## src/design/rklfs_pkg.sv

```systemverilog
package rklfs_pkg;

    // default store dimensions
    localparam int KEY_MAX_DEF  = 32;
    localparam int LOCK_MAX_DEF = 32;

    // fixed field widths
    localparam int OP_W   = 2;
    localparam int ROW_W  = 5;
    localparam int COL_W  = 5;
    localparam int SIZE_W = 6;
    localparam int OFS_W  = 6;
    localparam int TURN_W = 2;
    localparam int CFG_AW = 1;

    localparam int S_TDATA_W = 16;
    localparam int M_TDATA_W = 16;

    localparam logic [SIZE_W-1:0] SIZE_RST = 6'd3;

    localparam logic [CFG_AW-1:0] CFG_KEY_SIZE  = 1'b0;
    localparam logic [CFG_AW-1:0] CFG_LOCK_SIZE = 1'b1;

    typedef enum logic [OP_W-1:0] {
        OP_LOAD_KEY  = 2'd0,
        OP_LOAD_LOCK = 2'd1,
        OP_START     = 2'd2
    } t_op;

    typedef enum logic [2:0] {
        ST_IDLE,
        ST_FIT_RD,
        ST_FIT_CMP,
        ST_ROT_RD,
        ST_ROT_WR,
        ST_DONE
    } t_state;

    // controller -> datapath
    typedef struct packed {
        logic load_key;
        logic load_lock;
        logic start;
        logic fit_rd;
        logic fit_step;
        logic rot_rd;
        logic rot_wr;
        logic out_load;
    } t_cmd;

    // datapath -> controller
    typedef struct packed {
        logic row_ok;
        logic last_p;
        logic last_j;
        logic last_i;
        logic last_c;
        logic last_r;
        logic t_last;
        logic out_free;
    } t_stat;

endpackage

```

## src/design/rklfs_ctrl.sv

```systemverilog
module rklfs_ctrl (
    input  logic               i_clk,
    input  logic               i_rst_n,
    input  logic               i_s_valid,
    input  rklfs_pkg::t_op     i_op,
    input  rklfs_pkg::t_stat   i_stat,
    output logic               o_s_ready,
    output rklfs_pkg::t_cmd    o_cmd
);

    rklfs_pkg::t_state r_state;
    rklfs_pkg::t_state n_state;

    always_ff @(posedge i_clk) begin
        if (!i_rst_n) begin
            r_state <= rklfs_pkg::ST_IDLE;
        end else begin
            r_state <= n_state;
        end
    end

    always_comb begin
        n_state = r_state;
        case (r_state)
            rklfs_pkg::ST_IDLE: begin
                if (i_s_valid && i_op == rklfs_pkg::OP_START) begin
                    n_state = rklfs_pkg::ST_FIT_RD;
                end
            end
            rklfs_pkg::ST_FIT_RD: begin
                n_state = rklfs_pkg::ST_FIT_CMP;
            end
            rklfs_pkg::ST_FIT_CMP: begin
                if (i_stat.row_ok) begin
                    n_state = i_stat.last_p ? rklfs_pkg::ST_DONE : rklfs_pkg::ST_FIT_RD;
                end else if (i_stat.last_i && i_stat.last_j) begin
                    n_state = i_stat.t_last ? rklfs_pkg::ST_DONE : rklfs_pkg::ST_ROT_RD;
                end else begin
                    n_state = rklfs_pkg::ST_FIT_RD;
                end
            end
            rklfs_pkg::ST_ROT_RD: begin
                if (i_stat.last_c) begin
                    n_state = rklfs_pkg::ST_ROT_WR;
                end
            end
            rklfs_pkg::ST_ROT_WR: begin
                n_state = i_stat.last_r ? rklfs_pkg::ST_FIT_RD : rklfs_pkg::ST_ROT_RD;
            end
            rklfs_pkg::ST_DONE: begin
                if (i_stat.out_free) begin
                    n_state = rklfs_pkg::ST_IDLE;
                end
            end
            default: begin
                n_state = rklfs_pkg::ST_IDLE;
            end
        endcase
    end

    always_comb begin
        o_cmd     = '0;
        o_s_ready = 1'b0;
        case (r_state)
            rklfs_pkg::ST_IDLE: begin
                o_s_ready = 1'b1;
                if (i_s_valid) begin
                    case (i_op)
                        rklfs_pkg::OP_LOAD_KEY:  o_cmd.load_key  = 1'b1;
                        rklfs_pkg::OP_LOAD_LOCK: o_cmd.load_lock = 1'b1;
                        rklfs_pkg::OP_START:     o_cmd.start     = 1'b1;
                        default:                 o_cmd           = '0;
                    endcase
                end
            end
            rklfs_pkg::ST_FIT_RD:  o_cmd.fit_rd   = 1'b1;
            rklfs_pkg::ST_FIT_CMP: o_cmd.fit_step = 1'b1;
            rklfs_pkg::ST_ROT_RD:  o_cmd.rot_rd   = 1'b1;
            rklfs_pkg::ST_ROT_WR:  o_cmd.rot_wr   = 1'b1;
            rklfs_pkg::ST_DONE:    o_cmd.out_load = i_stat.out_free;
            default:               o_cmd          = '0;
        endcase
    end

endmodule

```

## config.mk

```make
export PLATFORM = sky130hd
export DESIGN_NAME = rklfs_ctrl
export DESIGN_NICKNAME = d
export VERILOG_FILES = /design/src/design/rklfs_pkg.sv /design/src/design/rklfs_ctrl.sv
export SDC_FILE = /design/constraint.sdc
export NUM_CORES = 1
export LEC_CHECK = 0
export BUFFER_PORTS_ARGS = -buffer_cell sky130_fd_sc_hd__buf_2
export CAP_MARGIN = 20
export CORE_AREA = 5 5 42 44
export DETAILED_ROUTE_END_ITERATION = 6
export DIE_AREA = 0 0 47 49
export PLACE_DENSITY_LB_ADDON = 0.3
export RECOVER_POWER = 25
export SLEW_MARGIN = 0
export SYNTH_ARGS = -nofsm -noshare
export SYNTH_HDL_FRONTEND = slang
export SYNTH_SLANG_ARGS = --single-unit
```

## constraint.sdc

```tcl
create_clock -name i_clk -period 1.9 [get_ports i_clk]
set_input_delay 0.19 -clock i_clk [delete_from_list [all_inputs] [get_ports i_clk]]
set_output_delay 0.19 -clock i_clk [all_outputs]
set_load 0.02 [all_outputs]
```

==> run summary <==
The run finished with clean final reports. The number of buffers and inverters on the critical path came out at 1. By startpoint and endpoint, the worst setup path is classified as reg2out. The clock latency at the later pin of the worst-skew pair came out at 230 ps. Across the run, the number of max-cap violations was 0. Counting the buffers created by CTS gives 3.

The number of instances resized during post-cts repair is 0. The initial antenna violation count came out at 0. The routing usage on met1 is 8.77%. The pin slew with the least headroom to its limit came out at 356 ps. On the worst path, the slowest cell contributes a delay of 450 ps. The number of endpoints with negative hold slack in the final report was 0. The TritonCTS clock tree is built. The die is 49 µm tall. The signed area change from the synthesized netlist to the final layout is 38.8%. The reg2reg setup slack came out at 690 ps.

The final hold slack is 205 ps. The normalized max-slew margin came out at 76.2%. CTS built an H-tree with a depth of 1. The class of the tightest hold or removal check is in2reg. The critical path goes through or3_1 -> nor4b_2 -> buf_2. The leakage power of the design came out at 0.208 nW.

The worst clock skew came out at 0.196 ps. The cell area after synthesis is 307 µm². The via count of the routed design is 358. Clock tree synthesis selected as its root buffer the cell clkbuf_4. At the worst endpoint, the arrival time is 1470 ps. The end point of the critical path is o_cmd[7]. Measured in cells, the most critical reg-to-reg path has a length of 4.

The register with the most flip-flops in the final layout is r_state. The number of flip-flops under the largest register name came out at 3. met2 is the most crowded layer. The synthesized area per cell is 8.07 µm². Global routing consumed, on the met2 layer, 10.4% of the routing resources. The number of rows in the core area is 14. The net count after synthesis came out at 51. The worst-case vdd ir drop came out at 271 µV. The final weighted congestion in routability-driven placement is 0.695.

The number of antenna diodes came out at 0. Tracing the worst setup path back leads to its startpoint at r_state[1]. The Yosys warning count is 0. The count of buffers added on input and output ports is 21. The number of global-route vias before repair is 341. The detailed-router iteration count before antenna repair is 2.

For this design, the slowest cell found on the critical path is or3_1. After routing, the total negative slack on setup checks comes to 0 ps. Once the clock tree was built, the setup fixing pass inserted 0 buffers. STA classifies the critical path startpoint as a flip-flop. Setup violations remaining at the end of the flow were counted as 0. For this design the top-level I/O count stands at 22. The unique cell type count in the Yosys netlist is 23. The maximum number of pins on one net before global-route repair is 13. The cell family contributing the most delay on the critical path is simple AND/OR/NAND/NOR gates. Based on the critical path, the design can be clocked at up to 601 MHz.

The number of slew-limit violations in the final report came out at 0. The post-route minimum period is 1660 ps. Global routing finished with a remaining overflow of 0.

The share of post-route cells with drive strength above 1 came out at 43.3%. The sequential cell area fraction in the yosys report came out at 19.6%. In this run the critical register-to-register path is launched from r_state[1]. The worst register-to-register path ends at r_state[0]. For this design the ratio of total power to cell area is 770 nW/µm². The DRC violation total after the first TritonRoute iteration is 2. For this run, the post-layout net count is 74. The clock input transition at the sequential cells of the worst setup and hold paths is 40 ps. The floorplan step defined a core boundary enclosing 1400 µm². The capturing element type of the critical path is a primary output. The post-synthesis cell count came out at 38. The count of nets left with antenna violations once routing finished came out at 0. Along the worst hold path, the cell count comes to 2. The highest fanout seen on the critical path came out at 9.

The deepest clock path buffer count is 2. The total global-route track usage came out at 7.39%. The share of the clock period used by the worst path after layout came out at 87.5%. In the final layout, the registers with the most flip-flops are r_state (3).

The logic depth of the worst path, buffers included came out at 3. The clock net in this run drives a total of 3 sinks. The detail-routed via count per cell came out at 4.71. The die covers 2300 µm². Setup repair after global routing left no endpoint under its margin.

The detail-routed net length per standard cell is 10.6 µm. The initial core utilization came out at 21.9%. The routed wire length is 803 µm. Summing all flip-flop and latch instances after layout gives 60.1 µm². For this run, global-route usage on met3 was measured as 2.58%. The data required time of the critical path is 1710 ps. The horizontal die dimension is 47 µm.

The multi-input combinational cells in the finished layout cover a total of 203 µm². The wire length of the first global-routing pass came out at 1240 µm. The layout has 165 filler cells. The count of unresolved DRC violations after routing is 0. The cts-stage hold buffer count is 0. The synthesis-stage register bit count came out at 3.
-- layer usage --
layer	vias up	part of all wire, %
met5	-	0
met2	16	46
met4	0	0
li1	186	-
met1	156	43
met3	0	11
-- placed cells by master (no fill, tap or decap) --
cell,netlist,routed
a21oi_1,4,4
a221oi_1,1,1
and4b_1,2,2
buf_2,1,21
clkbuf_1,0,1
clkbuf_4,0,3
dfxtp_1,3,3
inv_1,2,2
inv_2,1,1
nand2_1,1,1
nand2b_1,4,4
nand4b_1,1,1
nand4bb_1,1,1
nor2_1,2,2
nor3_1,4,4
nor3b_1,1,1
nor4b_1,1,1
nor4b_2,1,1
o211a_1,1,1
o21a_1,1,1
o21ai_1,1,1
o31a_1,1,1
or3_1,0,1
or3b_1,1,1
-- area by class of cell --
cell class                 instances  share of cell area [%]
sequential                         3                    14.1
multi-input combinational         29                    47.6
inverter                           3                    2.65
tap                               16                    4.71
timing repair buffer              21                    24.7
clock buffer                       4                    6.18
-- worst reg2reg max path: stages (launching register included) --
cell and delay, ps:
dfxtp_1 370, or3_1 460, inv_2 80, o21ai_1 60
o211a_1 130
-- per-stage QoR --
step	std cells	power (mW)	util, %	worst slack, ps	cell area, µm²
after floorplan	38	0.189	-	399	307
after global placement	72	0.223	28.8	532	404
after detailed placement	72	0.225	28.8	498	404
after CTS	76	0.342	30.7	245	430
after global routing	76	0.360	30.4	159	425
final	76	0.328	30.4	237	425
-- cells in the mapped netlist --
master     instances  area, µm²
nor3_1             4       20.0
nand4bb_1          1       11.3
or3b_1             1       8.76
nand2_1            1       3.75
inv_1              2       7.51
o211a_1            1       10.0
nor4b_2            1       15.0
nor4b_1            1       8.76
dfxtp_1            3       60.1
a221oi_1           1       8.76
o31a_1             1       8.76
nor3b_1            1       7.51
or3_4              1       11.3
a21oi_1            4       20.0
nor2_1             2       7.51
and4b_1            2       20.0
nand4b_1           1       8.76
buf_2              1       5.00
o21ai_1            1       5.00
buf_6              2       22.5
nand2b_1           4       25.0
o21a_1             1       7.51
inv_2              1       3.75
-- cell families after synthesis --
group | after synthesis | synth area share (%)
compound gates | 9 | 19.6
buf+inv | 6 | 12.7
flops | 3 | 19.6
simple gates | 20 | 48.2
-- worst min-delay path by stage --
stage,end,slack [ps],from
3_3_place_gp,r_state[2],440,i_rst_n
4_1_cts,r_state[2],200,i_rst_n
6_report,r_state[2],200,i_rst_n
3_5_place_dp,r_state[2],450,i_rst_n
5_1_grt,r_state[2],210,i_rst_n
2_1_floorplan,r_state[2],310,i_rst_n
-- power by group --
part	internal, mW	switching (mW)	leakage (nW)
combinational	0.0522	0.0730	0.168
sequential	0.0717	0.0202	0.0246
clock	0.0786	0.0318	0.0150
total	0.203	0.125	0.208
(Power assumes the default switching activity.)
